### src/sawr_pkg.sv
// Shared types and constants of the stop-and-wait receiver.
package sawr_pkg;

    // Input action codes
    localparam logic [2:0] ACT_FULL    = 3'd0;
    localparam logic [2:0] ACT_SHORT18 = 3'd1;
    localparam logic [2:0] ACT_SHORT   = 3'd2;
    localparam logic [2:0] ACT_TIMEOUT = 3'd3;

    // Packet types and protocol identifiers
    localparam logic [7:0] PT_CONNECT   = 8'd1;
    localparam logic [7:0] PT_DATA      = 8'd4;
    localparam logic [7:0] PROTO_STREAM = 8'd1;
    localparam logic [7:0] PROTO_DGRAM  = 8'd2;
    localparam logic [7:0] PROTO_RTX    = 8'd3;
    localparam logic [1:0] PEER_RTX     = 2'd3;

    // Configuration register indexes and reset values
    localparam logic [1:0] CFG_STREAM_MODE = 2'd0;
    localparam logic [1:0] CFG_RETRY_LIMIT = 2'd1;
    localparam logic [1:0] CFG_SIZE_LIMIT  = 2'd2;
    localparam logic [7:0]  RETRY_LIMIT_RST = 8'd5;
    localparam logic [15:0] SIZE_LIMIT_RST  = 16'd64000;

    // Result queue geometry
    localparam int QDEPTH = 4;
    localparam int QAW    = $clog2(QDEPTH);

    typedef enum logic [2:0] {
        K_DELIVER = 3'd0,
        K_CONACC  = 3'd1,
        K_ACK     = 3'd2,
        K_REJECT  = 3'd3,
        K_CONREJ  = 3'd4,
        K_RCVD    = 3'd5,
        K_CLOSE   = 3'd6
    } t_kind;

    typedef enum logic {
        S_IDLE      = 1'b0,
        S_CONNECTED = 1'b1
    } t_sess_state;

    typedef struct packed {
        logic        stream_mode;
        logic [7:0]  retry_limit;
        logic [15:0] size_limit;
    } t_cfg;

    typedef struct packed {
        logic [2:0]  action;
        logic [7:0]  packet_type;
        logic [7:0]  protocol_id;
        logic [63:0] session_id;
        logic [63:0] sequence_number;
        logic [63:0] total_bytes;
        logic [31:0] payload_bytes;
        logic        sender_matches;
    } t_item;

    // All results of one item share session, number and byte count; the
    // number applies to deliver, ack and reject, the byte count to deliver.
    typedef struct packed {
        logic [1:0]       cnt;
        t_kind [2:0]      kinds;
        logic [63:0]      session;
        logic [63:0]      number;
        logic [15:0]      bytes;
    } t_rec;

endpackage

### src/stop_and_wait_receiver_unit.sv
// Top level of the stop-and-wait receiver: ports, configuration and wiring.
// One packet event is taken per cycle while the four-entry result queue has
// room; the session checks and state update finish in that cycle. Results
// leave one per cycle from the output register while the consumer is ready,
// so an event that yields n results (n from 0 to 3) holds the output side
// until all n have left, and the sustained rate is one event per cycle for
// events with at most one result while the output is not stalled. Results
// pass through the result queue and then the registered result port.
module stop_and_wait_receiver_unit import sawr_pkg::*; (
    input  logic         i_clk,
    input  logic         i_rst_n,
    input  logic         i_cfg_wen,
    input  logic [1:0]   i_cfg_addr,
    input  logic [15:0]  i_cfg_wdata,
    input  logic         i_s_axis_tvalid,
    output logic         o_s_axis_tready,
    // packet_type, protocol_id, session_id, sequence_number, total_bytes,
    // payload_bytes, sender_matches, zero fill
    input  logic [247:0] i_s_axis_tdata,
    input  logic [2:0]   i_s_axis_tuser,   // action
    output logic         o_m_axis_tvalid,
    input  logic         i_m_axis_tready,
    output logic [143:0] o_m_axis_tdata,   // reply_session, reply_number, deliver_bytes
    output logic [2:0]   o_m_axis_tuser,   // reply_kind
    output logic         o_m_axis_tlast
);

    logic        r_stream_mode;
    logic [7:0]  r_retry_limit;
    logic [15:0] r_size_limit;

    t_cfg        cfg;
    t_item       item;
    logic        accept;
    logic        push;
    logic        pop;
    logic        q_full;
    logic        q_empty;
    t_rec        push_rec;
    t_rec        head_rec;
    t_kind       out_kind;
    logic [63:0] out_session;
    logic [63:0] out_number;
    logic [15:0] out_bytes;

    always_ff @(posedge i_clk) begin
        if (!i_rst_n) begin
            r_stream_mode <= 1'b0;
            r_retry_limit <= RETRY_LIMIT_RST;
            r_size_limit  <= SIZE_LIMIT_RST;
        end else if (i_cfg_wen) begin
            case (i_cfg_addr)
                CFG_STREAM_MODE: r_stream_mode <= i_cfg_wdata[0];
                CFG_RETRY_LIMIT: r_retry_limit <= i_cfg_wdata[7:0];
                CFG_SIZE_LIMIT:  r_size_limit  <= i_cfg_wdata;
                default: ;
            endcase
        end
    end

    assign cfg.stream_mode = r_stream_mode;
    assign cfg.retry_limit = r_retry_limit;
    assign cfg.size_limit  = r_size_limit;

    assign item.action          = i_s_axis_tuser;
    assign item.packet_type     = i_s_axis_tdata[7:0];
    assign item.protocol_id     = i_s_axis_tdata[15:8];
    assign item.session_id      = i_s_axis_tdata[79:16];
    assign item.sequence_number = i_s_axis_tdata[143:80];
    assign item.total_bytes     = i_s_axis_tdata[207:144];
    assign item.payload_bytes   = i_s_axis_tdata[239:208];
    assign item.sender_matches  = i_s_axis_tdata[240];

    assign o_s_axis_tready = !q_full;
    assign accept          = i_s_axis_tvalid && !q_full;

    sawr_front u_front (
        .i_clk    (i_clk),
        .i_rst_n  (i_rst_n),
        .i_cfg    (cfg),
        .i_accept (accept),
        .i_item   (item),
        .o_push   (push),
        .o_rec    (push_rec)
    );

    sawr_queue u_queue (
        .i_clk   (i_clk),
        .i_rst_n (i_rst_n),
        .i_push  (push),
        .i_rec   (push_rec),
        .i_pop   (pop),
        .o_full  (q_full),
        .o_empty (q_empty),
        .o_rec   (head_rec)
    );

    sawr_back u_back (
        .i_clk     (i_clk),
        .i_rst_n   (i_rst_n),
        .i_empty   (q_empty),
        .i_rec     (head_rec),
        .o_pop     (pop),
        .i_ready   (i_m_axis_tready),
        .o_valid   (o_m_axis_tvalid),
        .o_kind    (out_kind),
        .o_session (out_session),
        .o_number  (out_number),
        .o_bytes   (out_bytes),
        .o_last    (o_m_axis_tlast)
    );

    assign o_m_axis_tdata = {out_bytes, out_number, out_session};
    assign o_m_axis_tuser = out_kind;

endmodule

### src/sawr_front.sv
// Front end: session state, packet checks and result classification.
module sawr_front import sawr_pkg::*; (
    input  logic  i_clk,
    input  logic  i_rst_n,
    input  t_cfg  i_cfg,
    input  logic  i_accept,
    input  t_item i_item,
    output logic  o_push,
    output t_rec  o_rec
);

    t_sess_state r_state, n_state;
    logic [63:0] r_session, n_session;
    logic [1:0]  r_peer, n_peer;
    logic [63:0] r_expected, n_expected;
    logic [63:0] r_remaining, n_remaining;
    logic [7:0]  r_retry, n_retry;

    logic        proto_ok;
    logic        rtx;
    logic        sess_eq;
    logic        seq_eq;
    logic        seq_gt;
    logic        pay_big;
    logic [63:0] pay_ext;
    logic [63:0] sat_left;
    logic        do_deliver;
    logic        do_ack;
    logic        chk_resend;
    t_rec        rec;

    assign pay_ext  = {32'd0, i_item.payload_bytes};
    assign proto_ok = i_cfg.stream_mode ? (i_item.protocol_id == PROTO_STREAM)
                    : (i_item.protocol_id == PROTO_DGRAM
                       || i_item.protocol_id == PROTO_RTX);
    assign rtx      = (r_peer == PEER_RTX);
    assign sess_eq  = (i_item.session_id == r_session);
    assign seq_eq   = (i_item.sequence_number == r_expected);
    assign seq_gt   = (i_item.sequence_number > r_expected);
    assign pay_big  = (i_item.payload_bytes > {16'd0, i_cfg.size_limit});
    // saturate remaining bytes at zero
    assign sat_left = (r_remaining > pay_ext) ? (r_remaining - pay_ext) : 64'd0;

    always_comb begin
        n_state     = r_state;
        n_session   = r_session;
        n_peer      = r_peer;
        n_expected  = r_expected;
        n_remaining = r_remaining;
        n_retry     = r_retry;
        do_deliver  = 1'b0;
        do_ack      = 1'b0;
        chk_resend  = 1'b0;
        rec         = '0;

        if (r_state == S_IDLE) begin
            if (i_item.action == ACT_FULL && i_item.packet_type == PT_CONNECT
                && proto_ok) begin
                n_session   = i_item.session_id;
                n_peer      = i_item.protocol_id[1:0];
                n_expected  = 64'd0;
                n_remaining = i_item.total_bytes;
                n_retry     = 8'd0;
                rec.cnt      = 2'd1;
                rec.kinds[0] = K_CONACC;
                rec.session  = i_item.session_id;
                n_state = (i_item.total_bytes != 64'd0) ? S_CONNECTED : S_IDLE;
            end
        end else if (i_cfg.stream_mode) begin
            if (i_item.action != ACT_FULL) begin
                rec.cnt = 2'd1; rec.kinds[0] = K_CLOSE; rec.session = r_session;
                n_state = S_IDLE;
            end else if (i_item.packet_type != PT_DATA || !sess_eq || !seq_eq
                         || pay_big) begin
                rec.cnt = 2'd1; rec.kinds[0] = K_REJECT;
                rec.session = i_item.session_id;
                rec.number  = i_item.sequence_number;
                n_state = S_IDLE;
            end else begin
                do_deliver = 1'b1;
            end
        end else begin
            if (i_item.action == ACT_TIMEOUT) begin
                if (!rtx || r_retry >= i_cfg.retry_limit) begin
                    rec.cnt = 2'd1; rec.kinds[0] = K_CLOSE; rec.session = r_session;
                    n_state = S_IDLE;
                end else begin
                    n_retry    = r_retry + 8'd1;
                    chk_resend = 1'b1;
                end
            end else if (i_item.action == ACT_SHORT || i_item.action > ACT_TIMEOUT
                         || (i_item.action == ACT_SHORT18 && !rtx)) begin
                rec.cnt = 2'd1; rec.kinds[0] = K_CLOSE; rec.session = r_session;
                n_state = S_IDLE;
            end else if (!i_item.sender_matches) begin
                // foreign sender: answer by type and drop the session
                rec.cnt = 2'd1;
                if (i_item.packet_type == PT_CONNECT) begin
                    rec.kinds[0] = K_CONREJ;
                    rec.session  = i_item.session_id;
                end else if (i_item.packet_type == PT_DATA) begin
                    rec.kinds[0] = K_REJECT;
                    rec.session  = i_item.session_id;
                    rec.number   = i_item.sequence_number;
                end else begin
                    rec.kinds[0] = K_CLOSE;
                    rec.session  = r_session;
                end
                n_state = S_IDLE;
            end else if ((i_item.packet_type != PT_DATA
                          && (!rtx || i_item.packet_type != PT_CONNECT))
                         || (i_item.packet_type == PT_DATA && !sess_eq)
                         || (i_item.packet_type == PT_DATA && !seq_eq
                             && (!rtx || seq_gt))
                         || (i_item.packet_type == PT_DATA && seq_eq && pay_big)) begin
                rec.cnt = 2'd1; rec.kinds[0] = K_REJECT;
                rec.session = i_item.session_id;
                rec.number  = i_item.sequence_number;
                n_state = S_IDLE;
            end else if (i_item.packet_type == PT_DATA && seq_eq) begin
                do_deliver = 1'b1;
                do_ack     = rtx;
            end else begin
                // duplicate connect or old number: keep the state, resend if retries are pending
                chk_resend = 1'b1;
            end
        end

        if (do_deliver) begin
            rec.kinds[0] = K_DELIVER;
            rec.session  = r_session;
            rec.number   = i_item.sequence_number;
            rec.bytes    = i_item.payload_bytes[15:0];
            n_retry      = 8'd0;
            n_expected   = r_expected + 64'd1;
            n_remaining  = sat_left;
            rec.cnt      = 2'd1;
            if (do_ack) begin
                rec.kinds[1] = K_ACK;
                rec.cnt      = 2'd2;
                if (sat_left == 64'd0) begin
                    rec.kinds[2] = K_RCVD;
                    rec.cnt      = 2'd3;
                end
            end else if (sat_left == 64'd0) begin
                rec.kinds[1] = K_RCVD;
                rec.cnt      = 2'd2;
            end
            if (sat_left == 64'd0) begin
                n_state = S_IDLE;
            end
        end

        // resend the last reply while retries are pending
        if (chk_resend && n_retry != 8'd0) begin
            rec.cnt      = 2'd1;
            rec.kinds[0] = (r_expected == 64'd0) ? K_CONACC : K_ACK;
            rec.session  = r_session;
            rec.number   = r_expected - 64'd1;
        end
    end

    always_ff @(posedge i_clk) begin
        if (!i_rst_n) begin
            r_state     <= S_IDLE;
            r_session   <= '0;
            r_peer      <= '0;
            r_expected  <= '0;
            r_remaining <= '0;
            r_retry     <= '0;
        end else if (i_accept) begin
            r_state     <= n_state;
            r_session   <= n_session;
            r_peer      <= n_peer;
            r_expected  <= n_expected;
            r_remaining <= n_remaining;
            r_retry     <= n_retry;
        end
    end

    assign o_push = i_accept && (rec.cnt != 2'd0);
    assign o_rec  = rec;

endmodule

### src/sawr_queue.sv
// Short queue of result records between front and back.
module sawr_queue import sawr_pkg::*; (
    input  logic i_clk,
    input  logic i_rst_n,
    input  logic i_push,
    input  t_rec i_rec,
    input  logic i_pop,
    output logic o_full,
    output logic o_empty,
    output t_rec o_rec
);

    t_rec           r_mem [QDEPTH];
    logic [QAW-1:0] r_wr_ptr;
    logic [QAW-1:0] r_rd_ptr;
    logic [QAW:0]   r_count;

    always_ff @(posedge i_clk) begin
        if (i_push) begin
            r_mem[r_wr_ptr] <= i_rec;
        end
    end

    always_ff @(posedge i_clk) begin
        if (!i_rst_n) begin
            r_wr_ptr <= '0;
            r_rd_ptr <= '0;
            r_count  <= '0;
        end else begin
            if (i_push) begin
                r_wr_ptr <= r_wr_ptr + 1'b1;
            end
            if (i_pop) begin
                r_rd_ptr <= r_rd_ptr + 1'b1;
            end
            if (i_push && !i_pop) begin
                r_count <= r_count + 1'b1;
            end else if (i_pop && !i_push) begin
                r_count <= r_count - 1'b1;
            end
        end
    end

    assign o_full  = (r_count == (QAW+1)'(QDEPTH));
    assign o_empty = (r_count == '0);
    assign o_rec   = r_mem[r_rd_ptr];

endmodule

### src/sawr_back.sv
// Back end: unpacks each record into its results and drives the output register.
module sawr_back import sawr_pkg::*; (
    input  logic        i_clk,
    input  logic        i_rst_n,
    input  logic        i_empty,
    input  t_rec        i_rec,
    output logic        o_pop,
    input  logic        i_ready,
    output logic        o_valid,
    output t_kind       o_kind,
    output logic [63:0] o_session,
    output logic [63:0] o_number,
    output logic [15:0] o_bytes,
    output logic        o_last
);

    logic [1:0]  r_idx;
    logic        r_valid;
    t_kind       r_kind;
    logic [63:0] r_session;
    logic [63:0] r_number;
    logic [15:0] r_bytes;
    logic        r_last;

    logic        load;
    logic        at_last;
    t_kind       cur_kind;

    assign load     = !i_empty && (!r_valid || i_ready);
    assign cur_kind = i_rec.kinds[r_idx];
    assign at_last  = (r_idx == i_rec.cnt - 2'd1);
    assign o_pop    = load && at_last;

    always_ff @(posedge i_clk) begin
        if (!i_rst_n) begin
            r_valid <= 1'b0;
            r_idx   <= '0;
        end else begin
            if (load) begin
                r_valid <= 1'b1;
                r_idx   <= at_last ? 2'd0 : r_idx + 2'd1;
            end else if (i_ready) begin
                r_valid <= 1'b0;
            end
        end
    end

    always_ff @(posedge i_clk) begin
        if (load) begin
            r_kind    <= cur_kind;
            r_session <= i_rec.session;
            r_number  <= (cur_kind == K_DELIVER || cur_kind == K_ACK
                          || cur_kind == K_REJECT) ? i_rec.number : 64'd0;
            r_bytes   <= (cur_kind == K_DELIVER) ? i_rec.bytes : 16'd0;
            r_last    <= at_last;
        end
    end

    assign o_valid   = r_valid;
    assign o_kind    = r_kind;
    assign o_session = r_session;
    assign o_number  = r_number;
    assign o_bytes   = r_bytes;
    assign o_last    = r_last;

endmodule

### config.mk
export PLATFORM = sky130hd
export DESIGN_NAME = stop_and_wait_receiver_unit
export DESIGN_NICKNAME = d
export VERILOG_FILES = /design/src/sawr_pkg.sv /design/src/stop_and_wait_receiver_unit.sv /design/src/sawr_front.sv /design/src/sawr_queue.sv /design/src/sawr_back.sv
export SDC_FILE = /design/constraint.sdc
export NUM_CORES = 2
export LEC_CHECK = 0
export BUFFER_PORTS_ARGS = -buffer_cell sky130_fd_sc_hd__buf_2
export CAP_MARGIN = 15
export CORE_MARGIN = 5
export CORE_UTILIZATION = 50
export CTS_CLUSTER_SIZE = 25
export DETAILED_ROUTE_END_ITERATION = 16
export PLACE_DENSITY = 0.69
export SLEW_MARGIN = 0
export SYNTH_ARGS = -nofsm -noshare
export SYNTH_HDL_FRONTEND = slang
export SYNTH_SLANG_ARGS = --single-unit
### constraint.sdc
create_clock -name i_clk -period 14.2 [get_ports i_clk]
set_clock_uncertainty 0.15 [all_clocks]
set_input_delay 1.42 -clock i_clk [delete_from_list [all_inputs] [get_ports i_clk]]
set_output_delay 1.42 -clock i_clk [all_outputs]
set_load 0.1 [all_outputs]
After elaboration in Yosys (flattened, before gate mapping)
Memories as Yosys holds them, arrays and structs flattened. A register that Yosys moved wholly into a read port is not among the register bits.
Cells that the tools add are included.
W data, S select, Z words.
{"block": "op_classes", "add_sub_neg": 10, "magnitude_cmp": 6, "n_eq_ne": 20, "n_mux": 97, "bitwise": 1, "n_reduce_logical": 57}
{"operator": "$mux W64", "n": 13}
{"operator": "$mux W67", "n": 7}
{"operator": "$mux W131", "n": 3}
{"operator": "$mux W130", "n": 2}
{"operator": "$mux W155", "n": 1}
{"operator": "$eq A64 B64 Y1", "n": 2}
{"operator": "$logic_not A64 Y1", "n": 2}
{"operator": "$mux W65", "n": 1}
{"operator": "$add A64 B1 Y64 const B", "n": 1}
{"operator": "$gt A64 B32 Y1", "n": 1}
{"operator": "$gt A64 B64 Y1", "n": 1}
{"operator": "$reduce_bool A64 Y1", "n": 1}
{"operator": "$sub A64 B1 Y64 const B", "n": 1}
{"operator": "$sub A64 B32 Y64", "n": 1}
{"operator": "$mux W8", "n": 6}
{"operator": "$mux W1", "n": 44}
{"operator": "$gt A32 B16 Y1", "n": 1}
{"operator": "$mux W2", "n": 12}
{"operator": "$mux W3", "n": 6}
{"operator": "$eq A8 B1 Y1 const B", "n": 2}
{"operator": "$eq A8 B2 Y1 const B", "n": 2}
{"operator": "$logic_and A1 B1 Y1", "n": 16}
{"operator": "$logic_or A1 B1 Y1", "n": 15}
{"operator": "$eq A3 B2 Y1 const B", "n": 4}
{"operator": "other kinds (28)", "n": 46}
{"block": "word_totals", "register_bits": 386, "ram_bits": 620, "inputBits": 274, "n_memories": 1}
{"memory": "u_queue.r_mem", "depth": 4, "width": 155, "rd": 1, "rd_ports_with_merged_regs": 1, "write_ports": 1, "line": "sawr_queue.sv:13", "rtl": "t_rec r_mem [QDEPTH];"}

Longest topological paths before layout
{"block": "depth", "depth_word": 23, "ltp_mapped": 24, "ltp_nobuf": 24}

Modules after synthesis
Synthesis repeated with hierarchy kept, for this count alone.
{"block": "unflattened", "cells_unflattened": 3868, "area_unflattened_um2": 48071.1}
{"module": "sawr_queue", "instances": 1, "cells_each": 852, "area_each_um2": 22780.6, "seq_area_each_um2": 18798.0}
{"module": "sawr_front", "instances": 1, "cells_each": 2557, "area_each_um2": 18123.6, "seq_area_each_um2": 4063.9}
{"module": "sawr_back", "instances": 1, "cells_each": 351, "area_each_um2": 6130.9, "seq_area_each_um2": 4504.3}
{"module": "stop_and_wait_receiver_unit", "instances": 1, "cells_each": 108, "area_each_um2": 1036.0, "seq_area_each_um2": 500.5}

Least setup slack after synthesis
OpenSTA, ideal clock, no wires.
{"block": "synth_timing", "path_kind": "input to register", "start": "input i_s_axis_tdata[224]", "end": "memory u_queue.r_mem[0][0] (netlist name), enable pin", "setup_time_ps": 530, "arrival_ps": 9101, "required_time_ps": 13520, "slack_ps": 4420, "path_stages": 19, "n_path_buf": 2, "cell_sequence": "inv_1 > ha_1 > clkbuf_1 > nand4_1 > and3_1 > a221o_1 > or3_1 > o21ai_1 > clkbuf_1 > nor4_1 > or4_1 > a2111oi_0 > nand4_1 > o21ai_0 > ha_1 > a21oi_1 > a21o_1 > a31oi_1 > and2_1"}
{"block": "synth_via", "elab_chain_cells": 17, "word_cells_on_any_way": 48}
{"item": "start, declared", "line": "stop_and_wait_receiver_unit.sv:19", "rtl": "input logic [247:0] i_s_axis_tdata,"}
{"item": "$gt A32 B16 Y1", "line": "sawr_front.sv:40", "rtl": "assign pay_big = (i_item.payload_bytes > {16'd0, i_cfg.size_limit});"}
{"item": "$logic_and A1 B1 Y1", "line": "sawr_front.sv:115", "rtl": "|| (i_item.packet_type == PT_DATA && seq_eq && pay_big)) begin"}
{"item": "$logic_or A1 B1 Y1", "line": "sawr_front.sv:115"}
{"item": "$mux W1", "line": "sawr_front.sv:110", "rtl": "end else if ((i_item.packet_type != PT_DATA"}
{"item": "$mux W1", "line": "sawr_front.sv:95", "rtl": "end else if (!i_item.sender_matches) begin"}
{"item": "$mux W1", "line": "sawr_front.sv:91", "rtl": "end else if (i_item.action == ACT_SHORT || i_item.action > ACT_TIMEOUT"}
{"item": "$mux W1", "line": "sawr_front.sv:83", "rtl": "if (i_item.action == ACT_TIMEOUT) begin"}
{"item": "$mux W1", "line": "sawr_front.sv:69", "rtl": "end else if (i_cfg.stream_mode) begin"}
{"item": "(+2 left out)"}
{"item": "$reduce_bool A8 Y1", "line": "sawr_front.sv:155", "rtl": "if (chk_resend && n_retry != 8'd0) begin"}
{"item": "$logic_and A1 B1 Y1", "line": "sawr_front.sv:155"}
{"item": "$mux W2 *", "line": "sawr_front.sv:155"}
{"item": "$reduce_bool A2 Y1 *", "line": "sawr_front.sv:181", "rtl": "assign o_push = i_accept && (rec.cnt != 2'd0);"}
{"item": "$logic_and A1 B1 Y1 *", "line": "sawr_front.sv:181"}
{"item": "via push", "line": "stop_and_wait_receiver_unit.sv:35", "rtl": "logic push;"}
{"item": "$mux W1 *", "line": "sawr_queue.sv:19", "rtl": "if (i_push) begin"}
{"item": "$mux W1 (not written as such) *", "line": "sawr_queue.sv:20", "rtl": "r_mem[r_wr_ptr] <= i_rec;"}
{"item": "end, declared", "line": "sawr_queue.sv:13"}
The timed path passes the listed nets; every way through them passes the cells marked *.

Final worst setup path
{"block": "layout_timing", "start": "input i_s_axis_tdata[236]", "end": "memory u_queue.r_mem[0][132] (netlist name), enable pin"}
The elaborated chain is that of the path after synthesis.

==> flow_summary.toml <==
[run_status]
status = "finished clean"

[worst_setup_path]
crit_family = "simple AND/OR/NAND/NOR gates"
path_max_fanout = 56
max_stage_delay_ns = 0.98
cp_cell_sequence = "buf_2 -> inv_1 -> ha_1 -> nand4_1 -> nor4_1 -> a21boi_1 -> nor4_1 -> xor2_1 -> or4_1 -> a2111oi_0 -> nand4_1 -> o21ai_0 -> ha_1 -> a21oi_1 -> a21o_1 -> a31oi_1 -> and2_4 -> buf_4"
required_ns = 14.34
crit_type = "in2reg"
r2r_start = "u_front.r_remaining[28]$_SDFFE_PN0P_"
ff2ff_setup_slack_ns = 6.24
r2r_cells = 16
critPathBufInv = 3
crit_slowest_cell = "and2_4"
cp-start-kind = "input port"
worstSetupEndpointType = "flop"
worst_r2r_endpoint = "u_queue.r_mem[0][132]$_DFFE_PP_"
cp.arrival_ns = 8.63

[sta]
fin_crit_ns = 8.49
tns_ns = 0
slew_violations = 0
hold_viol = 0
rsz0062_at_grt = "no"
setup_viol = 0
hold_ws_ns = 0.314
fin_crit_sh_pct = 59.8
fmax_ghz = 0.118
relSlewSlack_pct = 22.5
worst_slew_pin_slew_ns = 1.15

[synth]
synthFlopType = "edfxtp_1"
synthDistinctLibCells = 82
synth_common_cells = "edfxtp_1, nand2_1, clkbuf_1"
synthTopCellsByArea = "edfxtp_1, dfxtp_1, mux4_2"
netlist_area_um2 = 51500
syn_area_per_cell_um2 = 11.3
synth.largest_area_cell = "edfxtp_1"
synth_most_common_cell = "edfxtp_1"
ys_ff_latch = 996
syn_nets = 4978
synth_top_cell_area_share_pct = 44.1
ys_warn_count = 0
synth-edff-count = 756
syn_inst = 4571
synthArstFlopShare_pct = 0
synth_seq_area_share_pct = 53.4

[place]
gp_congestion = 0.947
hpwlAfterDp_um = 101000
place_area_um2 = 54800
portBuffers = 416

[detailed_routing]
drt-wirelength-per-cell_um = 24.2
viasPerCell = 6.20
drc = 0
ant_nets = 0
drt-total-wl_um = 153000
dr_total_vias = 39294
dr.pass1.iters = 6
drt_iter0_drc = 3978

[finish]
num-fill-cells = 8535
area_growth_pct = 13.5
layout-drive-gt1-share_pct = 17.2
design_area_um2 = 58500
utilization_pct = 57.3
final-seq-area_um2 = 27500
multi_input_area_um2 = 22500
nNetsFinal = 5255

[clocking]
holdBufCountCts = 0
htreeDepth = 3
post_cts_resized = 0
cts_tree = "yes"
post_cts_buffers = 0
cts_sinks = 996
path_clk_slew_ns = 0.06
root_buffer = "clkbuf_16"
clock_latency_ns = 0.70
numCtsBuffers = 103
cts.path.max_buffers = 3

[floorplanning]
die_w_um = 331
initial_utilization_pct = 50.5
die_height_um = 331
coreArea_um2 = 102000
ios = 424
num_rows = 117
fp.dieArea_um2 = 110000

[grt]
grt_pass1_wl_um = 229000
grt_overflow = 0
antenna_found_initial = 47
grt.total_usage_pct = 27.1
grt_pass1_vias = 37437
grt_max_degree = 100

[worst_hold_path]
hold_path.class = "reg2reg"
hp-start = "u_front.r_remaining[0]$_SDFFE_PN0P_"
hold_path_depth = 2
min_delay_worst_endpoint = "u_front.r_remaining[0]$_SDFFE_PN0P_"

[run]
max-cap-violations = 0

[pwr]
p_leak_nw = 20.7
ir_worst_vdd_v = 0.0000821
power_density_nw_per_um2 = 106
power_mw = 6.20
## how the worst max path moves through the flow
stage	endpoint	depth (start not counted)	slack, ns	start
after CTS	u_queue.r_mem[0][133]$_DFFE_PP_	18	5.66	i_s_axis_tdata[236]
final	u_queue.r_mem[0][132]$_DFFE_PP_	18	5.71	i_s_axis_tdata[236]
after global placement	u_queue.r_mem[0][118]$_DFFE_PP_	18	5.07	i_s_axis_tdata[236]
after global routing	u_queue.r_mem[0][120]$_DFFE_PP_	18	5.10	i_s_axis_tdata[236]
after detailed placement	u_queue.r_mem[0][120]$_DFFE_PP_	18	4.95	i_s_axis_tdata[236]
after floorplan	u_queue.r_mem[0][0]$_DFFE_PP_	19	4.42	i_s_axis_tdata[224]
## where the power goes
| group | total [mW] | leakage (nW) | switching, mW | internal [mW] |
|---|---|---|---|---|
| combinational | 0.227 | 10.6 | 0.148 | 0.0787 |
| sequential | 3.10 | 8.37 | 0.00357 | 3.09 |
| clock | 2.88 | 1.73 | 1.17 | 1.71 |
## cells in the final DEF (no fill, tap or decap), types with 66 or more instances in the layout
cell       Yosys  final
nand3b_1      74     74
a21boi_0     157    157
a31oi_1       75     75
nand4_1      145    145
a221o_1       66     66
and2_1       105    101
mux4_2       151    151
xnor2_1      122    122
nand3_1      137    137
clkbuf_16      0    107
edfxtp_1     756    756
dfxtp_1      240    237
buf_2          6    415
o21ai_0       85     84
a21oi_1      169    164
nor4_1       104    104
o2bb2ai_1     67     67
nor2_1       176    173
ha_1         131    131
nor3_1        95     93
xor2_1        80     80
inv_1        156    154
nor2b_1      110    110
nand2_1      627    622
## metal layers
layer	routed length [µm]	track usage, %	share of wire [%]
met1	63600	37.4	42
met2	71000	43.0	46
met3	13700	6.02	9.0
met4	4450	8.98	2.9
met5	159	0	0.10
## area by class of cell
| cell class | count | area share, % |
|---|---|---|
| inverters | 157 | 1.02 |
| flip-flops and latches | 996 | 47.0 |
| clock inverters | 55 | 1.29 |
| multi-input cells | 3125 | 38.4 |
| diodes | 30 | 0.128 |
| clock buffers | 138 | 4.95 |
| repair buffers | 465 | 4.21 |
| well taps | 1368 | 2.93 |
## worst reg2reg max path, delay by kind of cell, from the launching register on
family                   cells  cell delay [ns]
AO/OA/AOI/OAI                6             2.38
XOR/XNOR                     1             0.24
buffers and inverters        1             0.82
flip-flops                   1             0.33
AND/OR/NAND/NOR              6             2.79
adder cells (fa/ha/maj)      2             0.77
## stage by stage
stage | instances | worst slack, ns
floorplan | 4571 | 4.42
global placement | 6111 | 5.07
detailed placement | 6111 | 4.95
CTS | 6304 | 5.66
global route | 6328 | 5.10
finish | 6334 | 5.71
## registers in the layout, summed over array words and instances (netlist names), named ones only
register	cells
u_back.o_kind	3
u_queue.r_rd_ptr	2
r_stream_mode	1
r_size_limit	16
u_back.o_valid	1
u_queue.r_mem	608
u_front.r_expected	64
u_front.r_peer	2
u_front.r_retry	8
u_queue.r_wr_ptr	2
u_front.r_session	64
u_back.o_bytes	16
u_queue.r_count	3
u_front.r_remaining	64
u_front.r_state	1
u_back.o_last	1
u_back.o_session	64
u_back.r_idx	2
u_back.o_number	64
r_retry_limit	8
## logic make-up after synthesis
kind of cell | after synthesis | share of synthesized area, %
buffers and inverters | 450 | 3.30
adders and majority gates | 133 | 3.26
AOI/OAI and AO/OA | 866 | 12.1
xor gates and xnor gates | 202 | 3.43
DFF | 996 | 53.4
and+or+nand+nor | 1741 | 17.3
muxes | 183 | 7.23
Note: power is estimated with default switching activity, not from simulation.
